===== config.mk =====
export PLATFORM = sky130hd
export DESIGN_NAME = lups_div
export DESIGN_NICKNAME = d
export VERILOG_FILES = /design/src/sv/lups_pkg.sv /design/src/sv/lups_div.sv
export SDC_FILE = /design/constraint.sdc
export NUM_CORES = 1
export LEC_CHECK = 0
export BUFFER_PORTS_ARGS = -buffer_cell sky130_fd_sc_hd__buf_2
export CORE_MARGIN = 1.5
export CORE_UTILIZATION = 50
export CTS_CLUSTER_SIZE = 40
export DETAILED_ROUTE_END_ITERATION = 7
export GPL_TIMING_DRIVEN = 0
export PLACE_DENSITY = 0.72
export RECOVER_POWER = 50
export SLEW_MARGIN = 20
export SYNTH_ARGS = -nofsm -noshare
export SYNTH_HDL_FRONTEND = slang
export SYNTH_SLANG_ARGS = --single-unit

===== constraint.sdc =====
create_clock -name clk -period 6.6 [get_ports clk]
set_input_delay 0.33 -clock clk [delete_from_list [all_inputs] [get_ports clk]]
set_output_delay 0.33 -clock clk [all_outputs]
set_load 0.02 [all_outputs]

===== src/sv/lups_pkg.sv =====
package lups_pkg;

	localparam int MaxOrderDef  = 16;
	localparam int ValueBitsDef = 32;
	localparam int FracBits     = 16;

	// divider operation kinds
	typedef enum logic [1:0] {
		DIV_FACTOR = 2'd0,
		DIV_SOLVE  = 2'd1,
		DIV_NONE   = 2'd2
	} div_kind_t;

	// control bundle from sequencer to divider
	typedef struct packed {
		logic      go;
		div_kind_t kind;
	} div_ctl_t;

endpackage


===== src/sv/lups_div.sv =====
// Signed fixed-point divide, one quotient bit per cycle, rounded to nearest
// with ties away from zero, saturating.
module lups_div import lups_pkg::*; #(
	parameter int ValueBits = ValueBitsDef
) (
	input  logic                        clk,
	input  logic                        arst_n,
	input  div_ctl_t                    ctl,
	input  logic signed [ValueBits-1:0] num,
	input  logic signed [ValueBits-1:0] den,
	output logic                        done,
	output logic signed [ValueBits-1:0] quo
);
	localparam int NumBits = ValueBits + FracBits;
	localparam int CntBits = $clog2(NumBits + 1);
	localparam logic [NumBits:0] VMaxW = {{(FracBits+1){1'b0}}, 1'b0, {(ValueBits-1){1'b1}}};

	logic [NumBits-1:0] n_q;
	logic [ValueBits:0] r_q;
	logic [ValueBits-1:0] d_q;
	logic [NumBits:0]   q_q;
	logic               neg_q;
	logic               zero_q;
	logic               nz_q;
	logic               busy_q;
	logic [CntBits-1:0] cnt_q;

	logic [ValueBits:0]   r_sh;
	logic [ValueBits:0]   r_nx;
	logic                 ge;
	logic [ValueBits-1:0] ma;
	logic [ValueBits-1:0] mb;
	logic [ValueBits:0]   twice_r;
	logic [NumBits:0]     q_rnd;
	logic signed [ValueBits-1:0] res;

	assign ma = num[ValueBits-1] ? ValueBits'(-num) : ValueBits'(num);
	assign mb = den[ValueBits-1] ? ValueBits'(-den) : ValueBits'(den);

	// restoring step
	always_comb begin
		r_sh = {r_q[ValueBits-1:0], n_q[NumBits-1]};
		ge   = r_sh >= {1'b0, d_q};
		r_nx = ge ? r_sh - {1'b0, d_q} : r_sh;
	end

	// rounding and saturation
	always_comb begin
		twice_r = {r_q[ValueBits-1:0], 1'b0};
		q_rnd   = (twice_r >= {1'b0, d_q}) ? q_q + 1'b1 : q_q;
		if (zero_q) begin
			res = nz_q ? (neg_q ? {1'b1, {(ValueBits-1){1'b0}}}
			                    : {1'b0, {(ValueBits-1){1'b1}}}) : '0;
		end else if (q_rnd > VMaxW) begin
			res = neg_q ? {1'b1, {(ValueBits-1){1'b0}}} : {1'b0, {(ValueBits-1){1'b1}}};
		end else begin
			res = neg_q ? ValueBits'(-q_rnd[ValueBits-1:0]) : q_rnd[ValueBits-1:0];
		end
	end

	always_ff @(posedge clk or negedge arst_n) begin
		if (!arst_n) begin
			busy_q <= 1'b0;
			done   <= 1'b0;
			cnt_q  <= '0;
		end else begin
			done <= 1'b0;
			if (ctl.go) begin
				busy_q <= 1'b1;
				cnt_q  <= CntBits'(NumBits);
			end else if (busy_q) begin
				if (cnt_q == '0) begin
					busy_q <= 1'b0;
					done   <= 1'b1;
				end else begin
					cnt_q <= cnt_q - 1'b1;
				end
			end
		end
	end

	always_ff @(posedge clk) begin
		if (ctl.go) begin
			n_q    <= {ma, {FracBits{1'b0}}};
			d_q    <= mb;
			r_q    <= '0;
			q_q    <= '0;
			neg_q  <= num[ValueBits-1] ^ den[ValueBits-1];
			zero_q <= (mb == '0);
			nz_q   <= (ma != '0);
		end else if (busy_q && cnt_q != '0) begin
			r_q <= r_nx;
			q_q <= {q_q[NumBits-1:0], ge};
			n_q <= {n_q[NumBits-2:0], 1'b0};
		end
		if (busy_q && cnt_q == '0) quo <= res;
	end

endmodule


Word-level counts from Yosys, hierarchy flattened --
Cells that the tools add are included.
Operators by class: add/sub/neg operators 6, divide/modulo/power cells 0, shift-type cells 0, muxes and demuxes 20, multiply operators 0, $lt $le $gt $ge 3, reduce and logical (&&, ||, !) cells 9, bitwise logic cells 1, equality and inequality tests 1
Operators by type and width (number):
- $mux 32 | 8
- $mux 48 | 2
- $neg 32->32 | 3
- $ge 33x32->1 | 2
- $add 49x1->49 const B | 1
- $gt 49x31->1 const B | 1
- $mux 49 | 1
- $logic_not 32->1 | 1
- $reduce_bool 32->1 | 1
- $sub 32x32->32 | 1
- $mux 6 | 3
- $logic_not 6->1 | 1
- $mux 1 | 6
- $reduce_bool 6->1 | 1
- $sub 6x1->6 const B | 1
- $reduce_bool 2->1 | 2
- $logic_and 1x1->1 | 2
- $ne 2x2->1 const B | 1
- $reduce_and 2->1 | 1
- $xor 1x1->1 | 1
Word-level totals: memories 0, register bits 188, logic and storage cells 51, input port bits 69, bits in read-only memories 0, bits in writable memories 0, latch bits 0

Longest topological paths before layout --
Gate-level depths: netlist of run 1.
depth in word-level cells 6, gate-level depth with buffers 21, mapped depth without buffers 18

Least setup slack after synthesis of run 1 --
No wires, ideal clock.
kind flip-flop to flip-flop, start register d_q[9], end register quo[28], data pin, slack 1.492 ns, setup time 0.259 ns, data arrival time 4.849 ns, buffers on the path 2, cell stages (with the launch flop) 21, cells stage by stage edfxtp_1 > inv_1 > ha_1 > nand2_1 > o41ai_1 > a21oi_1 > o311a_1 > nand2_1 > buf_1 > mux2i_1 > ha_1 > nand2b_1 > or4_1 > mux2i_1 > o32ai_1 > nor4b_2 > nand4_1 > clkbuf_1 > o311ai_0 > o41ai_1 > a211o_1
Between the ends: word-level cells in the longest chain between the ends 6
Ends and longest elaborated chain:
- from (decl) | RTL line lups_div.sv:20 | logic [ValueBits-1:0] d_q;
- from (signal assigned) | RTL line lups_div.sv:85 | d_q <= mb;
- $ge 33x32->1 * | RTL line lups_div.sv:50 | q_rnd = (twice_r >= {1'b0, d_q}) ? q_q + 1'b1 : q_q;
- $mux 49 * | RTL line lups_div.sv:50
- $neg 32->32 | RTL line lups_div.sv:57 | res = neg_q ? ValueBits'(-q_rnd[ValueBits-1:0]) : q_rnd[ValueBits-1:0];
- $mux 32 | RTL line lups_div.sv:57
- $mux 32 * | RTL line lups_div.sv:54 | end else if (q_rnd > VMaxW) begin
- $mux 32 * | RTL line lups_div.sv:51 | if (zero_q) begin
- net res[28] | RTL line lups_div.sv:35 | logic signed [ValueBits-1:0] res;
- to (signal assigned) | RTL line lups_div.sv:96 | if (busy_q && cnt_q == '0) quo <= res;
- to (decl) | RTL line lups_div.sv:12 | output logic signed [ValueBits-1:0] quo
Mark *: on every way through the listed nets, which the timed path passes. The rest lies on a longest branch. A chain may end at the register's enable or synchronous reset.

Worst setup path in the final report of run 1 --
start register d_q[30], end register quo[28], data pin
The elaborated chain is that of the path after synthesis.

==> results of run 1 <==
-- metal layers --
metal / share of wire / wire length (um) / up-vias / track usage
li1: - / - / 6151 / -
met1: 0.44 / 16020 / 5896 / 0.3338
met2: 0.48 / 17290 / 445 / 0.4401
met3: 0.050 / 1817 / 74 / 0.03422
met4: 0.027 / 977 / 0 / 0.09407
met5: 0 / 0 / - / 0
-- cell type report --
| type | instances | share of cell area |
|---|---|---|
| multi-input combinational | 1267 | 0.5331 |
| clock inverter | 15 | 0.008938 |
| tap | 335 | 0.02825 |
| timing repair buffer | 100 | 0.03230 |
| sequential | 188 | 0.3231 |
| buffer | 104 | 0.02943 |
| clock buffer | 17 | 0.02867 |
| inverter | 64 | 0.01619 |
-- metrics by stage --
step | cells | total power, mW
2_1_floorplan | 1624 | 1.707
3_3_place_gp | 2056 | 1.846
3_5_place_dp | 2058 | 1.856
4_1_cts | 2091 | 2.840
5_1_grt | 2090 | 2.957
6_report | 2090 | 2.834
-- report_power, final --
part	switching [mW]	leakage, nW	internal [mW]
Combinational	0.308	3.84	0.189
Sequential	0.0328	1.71	1.31
Clock	0.500	0.264	0.496
-- registers in the layout, summed over array words and instances (netlist names), 6 cells and up --
name,cells
r_q,32
quo,32
q_q,49
cnt_q,6
d_q,32
n_q,32
-- placed cells by master, fill, tap and decap left out, types with 9 or more instances in the layout --
cell	instances
o21a_1	9
dfxtp_1	81
o2111ai_1	14
a211o_1	16
mux2i_1	23
o31ai_1	24
o211ai_1	21
a211oi_1	25
nand2_1	229
a21o_1	11
buf_2	69
edfxtp_1	99
and3_1	25
nand3_1	43
and2_1	14
xnor2_1	65
clkbuf_16	17
o21ai_0	55
xor2_1	67
nand4_1	22
inv_1	64
clkbuf_1	121
a21oi_1	139
nor2_1	132
nor2b_1	10
nor4_1	23
nor3b_1	12
or3_1	22
o21ai_1	12
nor3_1	64
ha_1	39
a31oi_1	9
o41ai_1	10
-- how the worst min path moves through the flow --
stage / start / endpoint / depth (start not counted)
final: den[0] / d_q[0] / 1
after global routing: den[0] / d_q[0] / 1
after CTS: den[0] / d_q[0] / 1
after detailed placement: arst_n / cnt_q[5] / 1
after global placement: arst_n / cnt_q[4] / 1
after floorplan: arst_n / busy_q / 0
-- worst max-delay path: stages (launching register included) --
cell	delay, ps
edfxtp_1	360
inv_1	80
ha_1	270
a21oi_1	350
o211ai_1	220
a311o_1	390
nor3_2	550
nand2_2	350
xnor2_1	340
ha_1	320
nand2b_1	100
or4_1	390
mux2i_1	140
o32ai_1	220
nor4b_2	480
nand4_1	190
clkbuf_1	260
o311ai_0	340
o41ai_1	140
a211o_1	320
-- cells by family (layout without fill, tap and decap cells) --
| logic type | Yosys count | count (layout) | share of synthesized area |
|---|---|---|---|
| AOI/OAI and AO/OA | 415 | 415 | 0.2065 |
| xor gates and xnor gates | 132 | 132 | 0.08644 |
| muxes | 26 | 26 | 0.01974 |
| buffers and inverters | 169 | 300 | 0.05089 |
| adders and majority gates | 40 | 40 | 0.03798 |
| DFF | 188 | 188 | 0.3585 |
| and+or+nand+nor | 654 | 654 | 0.2400 |
-- repair_timing --
item / in CTS / in global routing
setup endpoints to repair: 0 / 4
resized for setup: 0 / 1
hold buffers: 1 / 0
hold endpoints to repair: 8 / 0
==> flow_metrics.env, run 1 <==
export IMPL_synth_fp_nets=1733
export IMPL_cp_max_fo=14
export IMPL_yosys_warnings=0
export IMPL_via_per_inst=6.012
export IMPL_finalSetupViolCount=0
export IMPL_hold_path_class="in -> reg"
export IMPL_drive_gt1_frac=0.07920
export IMPL_synth_distinct_cells=88
export IMPL_rrSetupSlack_ps=580
export IMPL_clk_path_buf_depth=2
export IMPL_hpwl_um=27170
export IMPL_syn_cell_area_mm2=0.01337
export IMPL_synth_top_cell_area_share=0.2223
export IMPL_wl_per_cell_um=17.27
export IMPL_r2r_cells=19
export IMPL_final_core_util=0.5678
export IMPL_post_cts_buffers=0
export IMPL_reg2reg_from="d_q[30]"
export IMPL_worstSetupStartpoint="d_q[30]"
export IMPL_synth_commonest_cells="nand2_1, a21oi_1, nor2_1, edfxtp_1, dfxtp_1"
export IMPL_clock_fmax_mhz=166.0
export IMPL_violations="DRC, capacitance limit, slew limit"
export IMPL_rsz0062_at_grt="no"
export IMPL_fp_row_count=59
export IMPL_cts_tree="built"
export IMPL_synthFlopType="edfxtp_1"
export IMPL_yosysMostFrequentCell="nand2_1"
export IMPL_htree_num_levels=4
export IMPL_slew_viol_final=38
export IMPL_finalSetupTns_ps=0
export IMPL_firstDrtPassIters=8
export IMPL_boundaryPins=102
export IMPL_r2r_end="quo[28]"
export IMPL_numCtsBuffers=17
export IMPL_synth_edf_count=99
export IMPL_die_h_um=166.6
export IMPL_drtAntennaViolNets=0
export IMPL_outcome="finished with violations"
export IMPL_finalWorstSetupSlack_ps=575.1
export IMPL_initialDrtViolationCount=962
export IMPL_synth_area_top_cells="edfxtp_1, dfxtp_1, nand2_1"
export IMPL_clock_latency_ps=440
export IMPL_dp_slack_ps=313.8
export IMPL_grt_overflow=0
export IMPL_fin_area_mm2=0.01484
export IMPL_avgSynthCellArea_um2=8.235
export IMPL_gp_congestion=0.9474
export IMPL_grt_pass1_wl_um=58370
export IMPL_hold_violations=0
export IMPL_crit_end="quo[28]"
export IMPL_place_area_mm2=0.01434
export IMPL_p_per_area_mw_per_mm2=191.0
export IMPL_cp_arrival_ps=6220
export IMPL_synthArstFlopShare=0.04255
export IMPL_die_w_um=166.6
export IMPL_vdd_drop_max_mv=0.1386
export IMPL_period_minus_slack_ps=6025
export IMPL_final_nets=1851
export IMPL_drv_cap=1
export IMPL_netlist_instances=1624
export IMPL_diodes=0
export IMPL_p_leak_nw=5.809
export IMPL_timing_hold_ws_ps=201.6
export IMPL_grt_start_max_net_pins=38
export IMPL_cts_root_buf="clkbuf_16"
export IMPL_vias=12570
export IMPL_relSlewSlack=-0.1992
export IMPL_fp_coreArea_mm2=0.02613
export IMPL_initial_core_util=0.5118
export IMPL_ys_ff_latch=188
export IMPL_multi_input_area_mm2=0.007910
export IMPL_antenna_found_initial=0
export IMPL_startpoint_type="flip-flop"
export IMPL_yosys_area_top_type="edfxtp_1"
export IMPL_die_area_mm2=0.02774
export IMPL_ys_seq_area_frac=0.3585
export IMPL_required_ps=6790
export IMPL_grt_total_usage=0.2577
export IMPL_io_buffer_count=97
export IMPL_worstSetupPathType="reg -> reg"
export IMPL_clock_sinks=188
export IMPL_finalCritPeriodShare=0.9129
export IMPL_drt_total_wl_um=36100
export IMPL_regArea_mm2=0.004795
export IMPL_drc=2
export IMPL_grt_pass1_vias=11610
export IMPL_n_fill_cell=2456
export IMPL_fin_skew_ps=14.11
export IMPL_crit_path_end_kind="flip-flop"
export IMPL_worst_slew_pin_slew_ps=1799
export IMPL_path_clk_slew_ps=80
export IMPL_syn2layout_area_growth_pct=10.95
Power figures use the tool's default switching activity.
==> run 2: changes to the inputs <==
==> constraint.sdc (replaced) <==
create_clock -name clk -period 6.6 [get_ports clk]
set_input_delay 0.66 -clock clk [delete_from_list [all_inputs] [get_ports clk]]
set_output_delay 0.66 -clock clk [all_outputs]
set_load 0.02 [all_outputs]
==> flow_metrics.env, run 2 (synthesis results as in run 1) <==
export IMPL_p_per_area_mw_per_mm2=191.2
export IMPL_fin_area_mm2=0.01483
export IMPL_period_minus_slack_ps=6096
export IMPL_relSlewSlack=-0.1956
export IMPL_worstSetupPathType="reg -> reg"
export IMPL_grt_start_max_net_pins=38
export IMPL_grt_pass1_vias=11590
export IMPL_slew_viol_final=38
export IMPL_finalSetupViolCount=0
export IMPL_initial_core_util=0.5118
export IMPL_vdd_drop_max_mv=0.1387
export IMPL_initialDrtViolationCount=971
export IMPL_fin_skew_ps=14.10
export IMPL_die_h_um=166.6
export IMPL_drive_gt1_frac=0.07868
export IMPL_drc=2
export IMPL_dp_slack_ps=313.8
export IMPL_top_register="q_q"
export IMPL_p_leak_nw=5.805
export IMPL_antenna_found_initial=0
export IMPL_dp_cells=2058
export IMPL_hold_buffers=0
export IMPL_place_area_mm2=0.01434
export IMPL_worst_slew_pin_slew_ps=1793
export IMPL_cts_root_buf="clkbuf_16"
export IMPL_finalWorstSetupSlack_ps=503.7
export IMPL_clk_path_buf_depth=2
export IMPL_path_clk_slew_ps=80
export IMPL_finalSetupTns_ps=0
export IMPL_syn2layout_area_growth_pct=10.85
export IMPL_htree_num_levels=4
export IMPL_mostFrequentLayoutCell="nand2_1"
export IMPL_clock_latency_ps=440
export IMPL_numCtsBuffers=17
export IMPL_drt_total_wl_um=36110
export IMPL_grt_pass1_wl_um=58340
export IMPL_final_core_util=0.5673
export IMPL_io_buffer_count=97
export IMPL_startpoint_type="flip-flop"
export IMPL_violations="DRC, capacitance limit, slew limit"
export IMPL_outcome="finished with violations"
export IMPL_rsz0062_at_grt="no"
export IMPL_diodes=0
export IMPL_fp_coreArea_mm2=0.02613
export IMPL_cp_arrival_ps=6290
export IMPL_drv_cap=1
export IMPL_cp_max_fo=14
export IMPL_clock_sinks=188
export IMPL_grt_overflow=0
export IMPL_largest_reg_flops=49
export IMPL_final_nets=1850
export IMPL_clock_fmax_mhz=164.0
export IMPL_hold_violations=0
export IMPL_layout_cells_non_filler=2089
export IMPL_final_cell_mix="nand2_1, a21oi_1, nor2_1"
export IMPL_wl_per_cell_um=17.28
export IMPL_finalCritPeriodShare=0.9237
export IMPL_drtAntennaViolNets=0
export IMPL_firstDrtPassIters=8
export IMPL_via_per_inst=6.026
export IMPL_hpwl_um=27170
export IMPL_cts_tree="built"
export IMPL_fp_row_count=59
export IMPL_die_area_mm2=0.02774
export IMPL_crit_path_end_kind="flip-flop"
export IMPL_hold_path_class="in -> async"
export IMPL_grt_total_usage=0.2576
export IMPL_required_ps=6790
export IMPL_gp_congestion=0.9474
export IMPL_vias=12590
export IMPL_die_w_um=166.6
export IMPL_boundaryPins=102
-- run 2: cell count changes in the layout (fill, tap and decap cells not counted) --
cell           previous run  this run
dlygate4sd3_1             1         0
nand2b_1                  8         9
nand2b_2                  1         0
-- run 2: repair_timing --
action                                  in CTS  in global routing
setup buffers                                0                  0
gates resized for setup                      0                  1
endpoints found under the setup margin       0                  4
-- run 2: path summary, 6_finish.rpt --
path	start	endpoint	slack, ps	cells after the start
hold / removal	arst_n	cnt_q[5]	120	1
min in group clk	r_q[1]	r_q[1]	490	2
setup / recovery	d_q[28]	quo[28]	500	19
max in group asynchronous	arst_n	cnt_q[1]	6180	1
setup reg to reg	d_q[28]	quo[28]	500	19
hold reg to reg	r_q[1]	r_q[1]	490	2
-- run 2: worst max-delay path, stage by stage, from the launching register on --
cell and delay (ps):
edfxtp_1 360, inv_1 100, ha_1 300, a21oi_1 330, o211ai_1 210, a311o_1 390, nor3_2 570, nand2_2 350
xnor2_1 350, ha_1 320, nand2b_1 100, or4_1 390, mux2i_1 140, o32ai_1 220, nor4b_2 480, nand4_1 190
clkbuf_1 250, o311ai_0 340, o41ai_1 140, a211o_1 330
-- run 2: cell type report --
class / instances / area, um^2
Sequential cell: 188 / 4795
Tap cell: 335 / 419.2
Clock buffer: 17 / 425.4
Multi-Input combinational cell: 1267 / 7908
Clock inverter: 15 / 132.6
Fill cell: 2457 / 11310
Inverter: 64 / 240.2
Timing Repair Buffer: 99 / 469.2
Buffer: 104 / 436.7
-- run 2: report_power, final --
part / leakage [nW] / switching (mW) / internal [mW] / total (mW)
clock network: 0.264 / 0.501 / 0.496 / 0.997
registers: 1.71 / 0.0328 / 1.31 / 1.34
logic: 3.83 / 0.309 / 0.188 / 0.497
total: 5.80 / 0.843 / 1.99 / 2.84
-- run 2: metal layers --
layer / GRT usage / part of all wire / vias up
met5: 0 / 0 / -
met4: 0.09328 / 0.029 / 0
met3: 0.03398 / 0.054 / 85
met2: 0.4393 / 0.48 / 449
met1: 0.3346 / 0.44 / 5908
li1: - / - / 6147
-- run 2: stage by stage --
step | hold slack, ps | power [mW]
6_report | 121.1 | 2.835
5_1_grt | 161.8 | 2.956
4_1_cts | 41.78 | 2.840
3_5_place_dp | 481.2 | 1.856
3_3_place_gp | 472.1 | 1.846
2_1_floorplan | 364.4 | 1.707
==> run 3: changes to the inputs <==
CORE_MARGIN = unset   (was 1.5)
GPL_TIMING_DRIVEN = 1   (was 0)
==> flow_metrics.env, run 3 (synthesis results as in run 1) <==
export IMPL_rsz0062_at_grt="no"
export IMPL_clk_path_buf_depth=2
export IMPL_post_cts_resized=0
export IMPL_slew_viol_final=269
export IMPL_finalCritPeriodShare=0.8979
export IMPL_path_clk_slew_ps=70
export IMPL_firstDrtPassIters=8
export IMPL_largest_reg_flops=49
export IMPL_grt_pass1_wl_um=52210
export IMPL_post_cts_buffers=0
export IMPL_syn2layout_area_growth_pct=8.579
export IMPL_crit_path_end_kind="flip-flop"
export IMPL_grt_start_max_net_pins=103
export IMPL_initialDrtViolationCount=971
export IMPL_die_h_um=165.6
export IMPL_drtAntennaViolNets=0
export IMPL_fin_skew_ps=14.75
export IMPL_die_w_um=165.6
export IMPL_clock_latency_ps=430
export IMPL_p_per_area_mw_per_mm2=194.7
export IMPL_worst_slew_pin_slew_ps=4741
export IMPL_grt_total_usage=0.2336
export IMPL_drc=10
export IMPL_diodes=0
export IMPL_htree_num_levels=4
export IMPL_hold_buffers=0
export IMPL_p_leak_nw=5.686
export IMPL_cp_max_fo=102
export IMPL_hold_path_class="in -> async"
export IMPL_cts_tree="built"
export IMPL_gp_congestion=0.9369
export IMPL_relSlewSlack=-2.161
export IMPL_final_nets=1763
export IMPL_period_minus_slack_ps=5926
export IMPL_wl_per_cell_um=15.70
export IMPL_hpwl_um=22180
export IMPL_mostFrequentLayoutCell="nand2_1"
export IMPL_fp_coreArea_mm2=0.02613
export IMPL_hold_violations=0
export IMPL_required_ps=6770
export IMPL_numCtsBuffers=17
export IMPL_outcome="finished with violations"
export IMPL_top_register="q_q"
export IMPL_drive_gt1_frac=0.08398
export IMPL_antenna_found_initial=0
export IMPL_drv_cap=4
export IMPL_fp_row_count=59
export IMPL_startpoint_type="primary input"
export IMPL_finalSetupViolCount=0
export IMPL_vdd_drop_max_mv=0.1572
export IMPL_grt_pass1_vias=10830
export IMPL_cts_root_buf="clkbuf_16"
export IMPL_n_fill_cell=2395
export IMPL_boundaryPins=102
export IMPL_final_core_util=0.5557
export IMPL_final_cell_mix="nand2_1, a21oi_1, nor2_1"
export IMPL_die_area_mm2=0.02741
export IMPL_worstSetupPathType="in -> reg"
export IMPL_clock_fmax_mhz=168.8
export IMPL_drt_total_wl_um=31430
export IMPL_finalSetupTns_ps=0
export IMPL_violations="DRC, capacitance limit, slew limit"
export IMPL_cp_arrival_ps=6100
export IMPL_grt_overflow=0
export IMPL_io_buffer_count=99
export IMPL_vias=12020
export IMPL_clock_sinks=188
export IMPL_via_per_inst=6.002
export IMPL_initial_core_util=0.5118
==> run 3: through the flow <==
| stage | power [mW] | area [um^2] | setup WS [ps] | hold slack [ps] | cells |
|---|---|---|---|---|---|
| finish | 2.827 | 14520 | 674.2 | 172.3 | 2002 |
| floorplan | 1.707 | 13370 | 1492 | 364.4 | 1624 |
| global route | 2.948 | 14520 | 252.0 | 202.5 | 2002 |
| detailed placement | 1.835 | 13990 | 891.3 | 475.2 | 1969 |
| global placement | 1.821 | 13990 | 1007 | 465.5 | 1969 |
| CTS | 2.839 | 14560 | 887.0 | 70.43 | 2001 |
==> run 3: final timing paths <==
path / cells after the start / from / end / slack [ps]
setup reg to reg: 19 / d_q[9] / quo[28] / 880
min in group clk: 2 / r_q[23] / r_q[23] / 490
max in group asynchronous: 1 / arst_n / cnt_q[5] / 6090
hold / removal: 1 / arst_n / done / 170
setup / recovery: 3 / ctl[2] / n_q[47] / 670
hold reg to reg: 2 / r_q[23] / r_q[23] / 490
==> run 3: area by class of cell <==
| cell class | instances | area (um^2) | area share |
|---|---|---|---|
| clock buffers | 19 | 432.9 | 0.02981 |
| clock inverters | 13 | 135.1 | 0.009306 |
| inverters | 64 | 240.2 | 0.01654 |
| multi-input cells | 1267 | 7924 | 0.5457 |
| flip-flops and latches | 188 | 4795 | 0.3302 |
| well taps | 335 | 419.2 | 0.02886 |
| repair buffers | 116 | 575.6 | 0.03963 |
==> run 3: critical path, cell delays in order <==
cell,delay [ps]
clkbuf_1,3260
clkbuf_2,1650
mux2_2,430
==> run 3: power breakdown <==
group | total (mW) | internal [mW] | switching [mW]
registers | 1.34 | 1.31 | 0.0327
clock network | 1.01 | 0.533 | 0.478
logic | 0.474 | 0.184 | 0.291
==> run 3: routing by layer <==
layer  global-route usage  vias up  share of wire
li1                     -     5992              -
met1               0.3108     5639           0.46
met2               0.3894      341           0.48
met3              0.03197       44          0.044
met4              0.07603        0          0.017
met5                    0        -              0
